**config.mk**
```make
export PLATFORM = sky130hd
export DESIGN_NAME = bogm_ctrl
export DESIGN_NICKNAME = d
export VERILOG_FILES = /design/src/rtl/bogm_pkg.sv /design/src/rtl/bogm_ctrl.sv
export SDC_FILE = /design/constraint.sdc
export NUM_CORES = 1
export LEC_CHECK = 0
export BUFFER_PORTS_ARGS = -buffer_cell sky130_fd_sc_hd__buf_2
export CELL_PAD_IN_SITES_DETAIL_PLACEMENT = 1
export CELL_PAD_IN_SITES_GLOBAL_PLACEMENT = 2
export CORE_UTILIZATION = 26
export CTS_BUF_LIST = sky130_fd_sc_hd__clkbuf_8
export CTS_CLUSTER_DIAMETER = 120
export DETAILED_ROUTE_END_ITERATION = 8
export PLACE_DENSITY_LB_ADDON = 0.1
export SLEW_MARGIN = 20
export SYNTH_ARGS = -nofsm -noshare
export SYNTH_HDL_FRONTEND = slang
export SYNTH_SLANG_ARGS = --single-unit
export TNS_END_PERCENT = 10
```
**constraint.sdc**
```tcl
create_clock -name clock -period 2 [get_ports clock]
set_clock_uncertainty 0.05 [all_clocks]
set_input_delay 0.1 -clock clock [delete_from_list [all_inputs] [get_ports clock]]
set_output_delay 0.1 -clock clock [all_outputs]
set_load 0.02 [all_outputs]
```
**src/rtl/bogm_pkg.sv**
```systemverilog
// Shared types, codes and constants of the box outline glyph map.
package bogm_pkg;

   // Field widths fixed by the interface.
   localparam int COORD_W = 9;
   localparam int SIZE_W  = 9;
   localparam int GLYPH_W = 14;
   localparam int MASK_W  = 4;
   localparam int CSR_W   = 8;
   localparam int AW_W    = 8;
   localparam int AH_W    = 6;
   // Signed working width for edge arithmetic: x + w - 1 reaches 765.
   localparam int EXT_W   = 11;

   // Configuration register indexes and reset values.
   typedef logic csr_index_type;
   localparam csr_index_type CSR_ACTIVE_WIDTH  = 1'b0;
   localparam csr_index_type CSR_ACTIVE_HEIGHT = 1'b1;
   localparam logic [AW_W-1:0] ACTIVE_WIDTH_RESET  = 8'd80;
   localparam logic [AH_W-1:0] ACTIVE_HEIGHT_RESET = 6'd25;

   // Request type codes.
   localparam logic REQ_ADD   = 1'b0;
   localparam logic REQ_QUERY = 1'b1;

   // Row read address selection.
   typedef logic [1:0] rd_sel_type;
   localparam rd_sel_type RD_ROW  = 2'd0;
   localparam rd_sel_type RD_MID  = 2'd1;
   localparam rd_sel_type RD_UP   = 2'd2;
   localparam rd_sel_type RD_DOWN = 2'd3;

   // Box-drawing code points.
   localparam logic [GLYPH_W-1:0] GLYPH_SPACE      = 14'h0020;
   localparam logic [GLYPH_W-1:0] GLYPH_DOWN_RIGHT = 14'h250C;
   localparam logic [GLYPH_W-1:0] GLYPH_DOWN_LEFT  = 14'h2510;
   localparam logic [GLYPH_W-1:0] GLYPH_UP_RIGHT   = 14'h2514;
   localparam logic [GLYPH_W-1:0] GLYPH_UP_LEFT    = 14'h2518;
   localparam logic [GLYPH_W-1:0] GLYPH_HORIZ      = 14'h2500;
   localparam logic [GLYPH_W-1:0] GLYPH_VERT       = 14'h2502;
   localparam logic [GLYPH_W-1:0] GLYPH_VERT_RIGHT = 14'h251C;
   localparam logic [GLYPH_W-1:0] GLYPH_VERT_LEFT  = 14'h2524;
   localparam logic [GLYPH_W-1:0] GLYPH_HORIZ_DOWN = 14'h252C;
   localparam logic [GLYPH_W-1:0] GLYPH_HORIZ_UP   = 14'h2534;
   localparam logic [GLYPH_W-1:0] GLYPH_CROSS      = 14'h253C;

   // Commands from the controller to the datapath.
   typedef struct packed {
      logic       capture;
      logic       add_setup;
      logic       row_step;
      logic       clear_we;
      logic       add_we;
      rd_sel_type rd_sel;
      logic       lat_mid;
      logic       lat_up;
      logic       lat_down;
      logic       load_rsp;
   } cmd_type;

   // Status from the datapath to the controller.
   typedef struct packed {
      logic is_query;
      logic add_empty;
      logic add_last;
      logic clear_last;
      logic rsp_free;
   } status_type;

   // Mask bits: 3 left, 2 below, 1 right, 0 above.
   function automatic logic [GLYPH_W-1:0] glyph_of(input logic [MASK_W-1:0] mask);
      logic [GLYPH_W-1:0] g;
      case (mask)
         4'd3:    g = GLYPH_UP_RIGHT;
         4'd5:    g = GLYPH_VERT;
         4'd6:    g = GLYPH_DOWN_RIGHT;
         4'd7:    g = GLYPH_VERT_RIGHT;
         4'd9:    g = GLYPH_UP_LEFT;
         4'd10:   g = GLYPH_HORIZ;
         4'd11:   g = GLYPH_HORIZ_UP;
         4'd12:   g = GLYPH_DOWN_LEFT;
         4'd13:   g = GLYPH_VERT_LEFT;
         4'd14:   g = GLYPH_HORIZ_DOWN;
         4'd15:   g = GLYPH_CROSS;
         default: g = GLYPH_SPACE;
      endcase
      return g;
   endfunction

endpackage

```
**src/rtl/bogm_ctrl.sv**
```systemverilog
// Controller state machine of the box outline glyph map.
module bogm_ctrl (
   input  logic                 clock,
   input  logic                 reset,
   input  logic                 req_valid,
   output logic                 req_ready,
   output bogm_pkg::cmd_type    cmd,
   input  bogm_pkg::status_type status
);

   localparam logic [3:0] S_CLEAR     = 4'd0;
   localparam logic [3:0] S_IDLE      = 4'd1;
   localparam logic [3:0] S_START     = 4'd2;
   localparam logic [3:0] S_ADD_READ  = 4'd3;
   localparam logic [3:0] S_ADD_WRITE = 4'd4;
   localparam logic [3:0] S_Q_UP      = 4'd5;
   localparam logic [3:0] S_Q_DOWN    = 4'd6;
   localparam logic [3:0] S_Q_LAST    = 4'd7;
   localparam logic [3:0] S_DONE      = 4'd8;

   logic [3:0] state_ff;
   logic [3:0] state_in;

   assign req_ready = (state_ff == S_IDLE);

   // Next state and command decode.
   always_comb begin
      state_in = state_ff;
      cmd      = '0;
      cmd.rd_sel = bogm_pkg::RD_ROW;
      unique case (state_ff)
         S_CLEAR: begin
            cmd.clear_we = 1'b1;
            cmd.row_step = 1'b1;
            if (status.clear_last) begin
               state_in = S_IDLE;
            end
         end
         S_IDLE: begin
            if (req_valid) begin
               cmd.capture = 1'b1;
               state_in    = S_START;
            end
         end
         S_START: begin
            if (status.is_query) begin
               cmd.rd_sel = bogm_pkg::RD_MID;
               state_in   = S_Q_UP;
            end else begin
               cmd.add_setup = 1'b1;
               state_in      = status.add_empty ? S_DONE : S_ADD_READ;
            end
         end
         S_ADD_READ: begin
            state_in = S_ADD_WRITE;
         end
         S_ADD_WRITE: begin
            cmd.add_we = 1'b1;
            if (status.add_last) begin
               state_in = S_DONE;
            end else begin
               cmd.row_step = 1'b1;
               state_in     = S_ADD_READ;
            end
         end
         S_Q_UP: begin
            cmd.lat_mid = 1'b1;
            cmd.rd_sel  = bogm_pkg::RD_UP;
            state_in    = S_Q_DOWN;
         end
         S_Q_DOWN: begin
            cmd.lat_up = 1'b1;
            cmd.rd_sel = bogm_pkg::RD_DOWN;
            state_in   = S_Q_LAST;
         end
         S_Q_LAST: begin
            cmd.lat_down = 1'b1;
            state_in     = S_DONE;
         end
         S_DONE: begin
            if (status.rsp_free) begin
               cmd.load_rsp = 1'b1;
               state_in     = S_IDLE;
            end
         end
         default: begin
            state_in = S_IDLE;
         end
      endcase
   end

   // State register; reset starts the clearing pass.
   always_ff @(posedge clock) begin
      if (reset) begin
         state_ff <= S_CLEAR;
      end else begin
         state_ff <= state_in;
      end
   end

endmodule

```
# Word level (Yosys, flattened, before mapping)
# Cells that the tools add are included.
classes:
  n_eq_ne: 11
  muxes: 22
  reduce_logical: 2
op_table:
  columns: ["operator", "count"]
  rows:
  - ["$pmux 4 s9", 1]
  - ["$mux 4", 6]
  - ["$eq 4x3->1 const B", 4]
  - ["$mux 1", 13]
  - ["$eq 4x2->1 const B", 2]
  - ["$ne 2x2->1 const B", 3]
  - ["$pmux 2 s3", 1]
  - ["$eq 4x1->1 const B", 1]
  - ["$eq 4x4->1 const B", 1]
  - ["$logic_not 4->1", 1]
  - ["$reduce_and 3->1", 1]
  - ["$pmux 1 s2", 1]
totals:
  ff_bits: 4
  in_bits: 8
  output_inout_bits: 12

# Longest topological paths before layout
# Gate-level depths: netlist of run 1.
logic_depth:
  ltp_word: 3
  ltp_mapped: 5

# Least setup slack after synthesis of run 1
# OpenSTA, ideal clock, no wires.
synth_timing:
  path_type: "flip-flop to output port"
  from: "register state_ff[3]"
  to: "output port cmd[8] (netlist name)"
  arrival_ps: 1392
  t_required_ps: 1850
  setup_slack_ps: 458
  path_stages_with_launch: 4
  path_buffers: 1
  cell_sequence: "dfxtp_1 > buf_2 > nor4_2 > or2_2"
synth_rtl:
  columns: ["element", "line", "rtl"]
  rows:
  - ["from (decl)", "bogm_ctrl.sv:21", "logic [3:0] state_ff;"]
  - ["from (signal assigned)", "bogm_ctrl.sv:97", "state_ff <= state_in;"]
  - ["to (decl)", "bogm_ctrl.sv:7", "output bogm_pkg::cmd_type cmd,"]

==> results.sh, run 1 <==
export IMPL_drtPass1Iterations=3
export IMPL_cts_tree="done"
export IMPL_overflow=0
export IMPL_hold_ws_ps=54.5
export IMPL_grtUsageTotal_pct=13.9
export IMPL_hold_buffers=0
export IMPL_reg2reg_depth=4
export IMPL_setup_viol=0
export IMPL_nets=77
export IMPL_worstHoldEndpoint="state_ff[0]$_SDFFE_PP0P_"
export IMPL_dp_cells=79
export IMPL_gp_congestion=0.721
export IMPL_crit_chain="nand2b_1 -> nor4_4 -> or2_2 -> buf_2"
export IMPL_antenna_found_initial=0
export IMPL_cap_viol_max_count=0
export IMPL_r2r_start="state_ff[1]$_SDFFE_PP0P_"
export IMPL_num_io_pins=20
export IMPL_syn_avg_cell_area_um2=8.65
export IMPL_hold_depth=2
export IMPL_fill_cells=180
export IMPL_critPathMaxFanout=13
export IMPL_final_setup_worst_slack_ps=267
export IMPL_cts_sinks=4
export IMPL_achievable_frequency_mhz=577
export IMPL_arrival_ps=1580
export IMPL_grt_max_degree=14
export IMPL_path_clk_slew_ps=30
export IMPL_root_buffer="clkbuf_8"
export IMPL_first_iter_violations=3
export IMPL_power_density_nw_per_um2=615
export IMPL_hold_path_startpoint="reset"
export IMPL_dieArea_um2=1730
export IMPL_hold_viol_final=0
export IMPL_finalMaxSlewViolations=0
export IMPL_ant_nets=0
export IMPL_synth_warnings=0
export IMPL_fp_row_count=13
export IMPL_port_buffers=19
export IMPL_reg_top3="state_ff (4)"
export IMPL_syn_area_um2=407
export IMPL_slowest_stage="dfxtp_1"
export IMPL_criticalPathCategory="reg -> out"
export IMPL_top_register="state_ff"
export IMPL_synth_distinct_cells=29
export IMPL_crit_path_end_kind="output port"
export IMPL_cts_setup_buffers=0
export IMPL_fin_crit_ps=1730
export IMPL_p_leak_nw=0.251
export IMPL_die_w_um=41.5
export IMPL_fp_coreArea_um2=1380
export IMPL_worst_ep_required_time_ps=1850
export IMPL_largest_register_ffs=4
export IMPL_htree_levels=1
export IMPL_fin_crit_sh_pct=86.7
export IMPL_ctsResizeCount=0
export IMPL_syn_to_final_growth_pct=33.2
export IMPL_vias=421
export IMPL_drive_gt1_share_pct=47.8
export IMPL_grt_pass1_wl_mm=1.77
export IMPL_hpwl_um=874
export IMPL_ys_ff_latch=4
export IMPL_reg2reg_to="state_ff[0]$_SDFFE_PP0P_"
export IMPL_max_slew_margin_pct=66.2
export IMPL_power_total_uw=333
export IMPL_initial_core_util_pct=29.4
export IMPL_tightest_slew_ps=506
export IMPL_drc=0
export IMPL_dp_slack_ps=478
export IMPL_cts_made_buffers=3
export IMPL_fin_cells=82
export IMPL_drt_total_wl_mm=1.12
export IMPL_tns_ps=0
export IMPL_startpoint="state_ff[0]$_SDFFE_PP0P_"
export IMPL_startpoint_type="flip-flop"
export IMPL_ys_seq_area_share_pct=19.7
export IMPL_status="finished clean"
export IMPL_cts_max_path_buffers=2
export IMPL_postSynthCellCount=47
export IMPL_peakVddDrop_uv=420
export IMPL_worstHoldPathType="in -> reg"
export IMPL_grt_setup_unrepaired="false"
export IMPL_fp_dieH_um=41.5
export IMPL_antenna_cells=0
export IMPL_slowest_delay_ps=630
export IMPL_routed_via_density=5.13
export IMPL_grt_pass1_vias=391
export IMPL_syn_num_nets=55
export IMPL_wl_per_cell_um=13.6
export IMPL_reg2reg_slack_ps=490
export IMPL_clkLatencyLatePin_ps=210
-- routing by layer --
layer	up-vias	global-route usage [%]	share of wire (%)
met5	-	0	0
met4	0	11.6	2.4
met3	2	3.48	4.1
met2	13	21.6	45
met1	195	15.9	48
li1	211	-	-
-- power breakdown --
group	switching [mW]	leakage (nW)	internal [mW]
Sequential	0.0112	0.0326	0.0835
Combinational	0.0377	0.197	0.0311
Clock	0.0413	0.0216	0.128
Total	0.0901	0.251	0.243
-- area by class of cell --
type                       instances  area, um2  share of cell area, %
multi-input combinational         38        288                   53.1
timing repair buffer              21        110                   20.3
sequential                         4       80.1                   14.8
clock buffer                       3       41.3                   7.62
tap                               15       18.8                   3.46
inverter                           1       3.75                  0.693
-- worst max-delay path by stage --
stage | end | depth (start not counted)
3_3_place_gp | state_ff[0]$_SDFFE_PP0P_ | 4
6_report | cmd[8] | 4
3_5_place_dp | state_ff[0]$_SDFFE_PP0P_ | 4
5_1_grt | cmd[8] | 4
2_1_floorplan | cmd[8] | 3
4_1_cts | cmd[8] | 4
-- synth_stat cells --
library cell	number	area (um2)
a2111oi_2	1	15.0
a211oi_1	2	15.0
a211oi_2	1	12.5
a21oi_1	1	5.00
a221oi_1	1	8.76
and2_1	2	12.5
and2b_4	1	10.0
and4b_1	1	10.0
and4bb_1	1	12.5
buf_2	1	5.00
buf_4	1	7.51
buf_6	2	22.5
dfxtp_1	4	80.1
inv_1	1	3.75
nand2_1	2	7.51
nand2b_1	4	25.0
nor2_1	5	18.8
nor2b_1	1	6.26
nor3_1	4	20.0
nor3_2	1	10.0
nor4_1	1	6.26
nor4_2	1	12.5
nor4_4	1	21.3
nor4b_2	1	15.0
o21ai_0	1	5.00
or2_1	1	6.26
or2_2	1	6.26
or3b_1	1	8.76
xor2_1	2	17.5
-- critical path, delay by kind of cell (launching register included) --
kind,cells,cell delay (ps)
buf+inv,1,160
flops,1,630
simple gates,3,580
-- through the flow --
stage | util (%) | area (um2)
6_report | 39.2 | 542
5_1_grt | 39.2 | 542
4_1_cts | 39.2 | 542
3_5_place_dp | 36.2 | 500
3_3_place_gp | 36.2 | 500
2_1_floorplan | - | 407
-- logic make-up (layout without fill, tap and decap cells) --
logic type,after synthesis,in the layout,synth area share [%]
compound gates,7,7,15.1
xor+xnor,2,2,4.31
buf+inv,5,25,9.54
flops,4,4,19.7
simple gates,29,29,51.4
-- cell usage in the layout, fill, tap and decap left out, drive strengths merged, types with 2 or more instances in the layout --
master	synthesis	final
nor4	3	3
clkbuf	0	3
or2	2	2
xor2	2	2
and2	2	2
nor2	5	5
dfxtp	4	4
a211oi	3	3
nor3	5	5
buf	4	21
nand2	2	2
nand2b	4	4
No activity file was read; power rests on OpenSTA's default activity.
==> run 2: changes to the inputs <==
- REMOVE_ABC_BUFFERS: unset -> 1
==> run 2 against run 1 <==
Hold slack lost 3.9 ps. Sequential cell count is the same. Die area is the same. Core utilization is the same. Via count shrank 2.6%. Register-to-register slack lost 90 ps. Sequential share of layout area is the same. Maximum frequency shrank 0.63%. Sequential power is essentially flat. Combinational power is essentially flat.
==> results.sh, run 2 (same netlist as run 1, synthesis figures left out) <==
export IMPL_cts_max_path_buffers=2
export IMPL_path_clk_slew_ps=30
export IMPL_cts_made_buffers=3
export IMPL_routed_via_density=5.00
export IMPL_power_density_nw_per_um2=616
export IMPL_max_slew_margin_pct=67.2
export IMPL_worst_path_buf_inv=1
export IMPL_ant_nets=0
export IMPL_status="finished clean"
export IMPL_cts_setup_buffers=0
export IMPL_criticalPathCategory="reg -> out"
export IMPL_slowest_delay_ps=610
export IMPL_p_leak_nw=0.251
export IMPL_final_area_um2=542
export IMPL_syn_to_final_growth_pct=33.2
export IMPL_port_buffers=19
export IMPL_worst_ep_required_time_ps=1850
export IMPL_final_common_cell="buf_2"
export IMPL_cts_sinks=4
export IMPL_hold_viol_final=0
export IMPL_dieArea_um2=1730
export IMPL_drc=0
export IMPL_critPathMaxFanout=13
export IMPL_tightest_slew_ps=492
export IMPL_peakVddDrop_uv=170
export IMPL_crit_path_end_kind="output port"
export IMPL_hpwl_um=851
export IMPL_fp_coreArea_um2=1380
export IMPL_setup_viol=0
export IMPL_placed_area_um2=500
export IMPL_first_iter_violations=2
export IMPL_layout_common_cells="buf_2 (19), nor2_1 (5), nand2b_1 (4), nor3_1 (4), dfxtp_1 (4)"
export IMPL_clkLatencyLatePin_ps=220
export IMPL_drive_gt1_share_pct=47.8
export IMPL_postLayoutCoreUtil_pct=39.2
export IMPL_antenna_found_initial=0
export IMPL_ctsResizeCount=0
export IMPL_initial_core_util_pct=29.4
export IMPL_fin_crit_sh_pct=87.2
export IMPL_hold_buffers=0
export IMPL_drtPass1Iterations=2
export IMPL_fp_row_count=13
export IMPL_startpoint_type="flip-flop"
export IMPL_crit_family="flip-flops"
export IMPL_worstHoldPathType="in -> reg"
export IMPL_gp_congestion=0.683
export IMPL_tns_ps=0
export IMPL_power_total_uw=334
export IMPL_cap_viol_max_count=0
export IMPL_largest_register_ffs=4
export IMPL_wl_per_cell_um=13.3
export IMPL_reg_top3="state_ff (4)"
export IMPL_overflow=0
export IMPL_htree_levels=1
export IMPL_slowest_stage="dfxtp_1"
export IMPL_antenna_cells=0
export IMPL_cts_tree="done"
export IMPL_num_io_pins=20
export IMPL_die_w_um=41.5
export IMPL_fin_crit_ps=1740
export IMPL_crit_chain="nand2b_1 -> nor4_4 -> or2_2 -> buf_2"
export IMPL_achievable_frequency_mhz=573
export IMPL_arrival_ps=1590
export IMPL_grt_pass1_vias=419
export IMPL_nets=77
export IMPL_grt_pass1_wl_mm=1.88
export IMPL_root_buffer="clkbuf_8"
export IMPL_drt_total_wl_mm=1.09
export IMPL_vias=410
export IMPL_hold_ws_ps=50.6
export IMPL_top_register="state_ff"
export IMPL_finalMaxSlewViolations=0
export IMPL_grtUsageTotal_pct=14.1
export IMPL_grt_max_degree=14
export IMPL_fp_dieH_um=41.5
export IMPL_grt_setup_unrepaired="false"
run 2: cell counts in the layout (fill, tap and decap cells not counted):
Identical to the previous run, type by type.
run 2: final timing paths:
kind         depth (start not counted)                  endpoint  slack, ps                startpoint
max                                  4                    cmd[8]        260  state_ff[0]$_SDFFE_PP0P_
min                                  2  state_ff[0]$_SDFFE_PP0P_         50                     reset
max reg2reg                          4  state_ff[0]$_SDFFE_PP0P_        400  state_ff[1]$_SDFFE_PP0P_
min reg2reg                          2  state_ff[2]$_SDFFE_PP0P_        600  state_ff[3]$_SDFFE_PP0P_
run 2: metal layers:
layer	GRT usage [%]	wire, um
met1	17.1	471
met2	23.1	586
met3	2.61	34
met4	7.74	0
met5	0	0
run 2: where the power goes:
part | switching, mW | leakage (nW) | internal [mW]
clock | 0.0418 | 0.0216 | 0.128
combinational | 0.0378 | 0.197 | 0.0311
sequential | 0.0112 | 0.0326 | 0.0835
total | 0.0908 | 0.251 | 0.243
run 2: layout make-up:
cell class	instances	area, um2
Clock buffer	3	41.3
Fill cell	179	841
Inverter	1	3.75
Multi-Input combinational cell	38	288
Sequential cell	4	80.1
Tap cell	15	18.8
Timing Repair Buffer	21	110
run 2: through the flow:
step / instances / worst slack [ps]
final: 82 / 256
after global routing: 82 / 157
after CTS: 82 / 246
after detailed placement: 79 / 379
after global placement: 79 / 377
after floorplan: 43 / 469
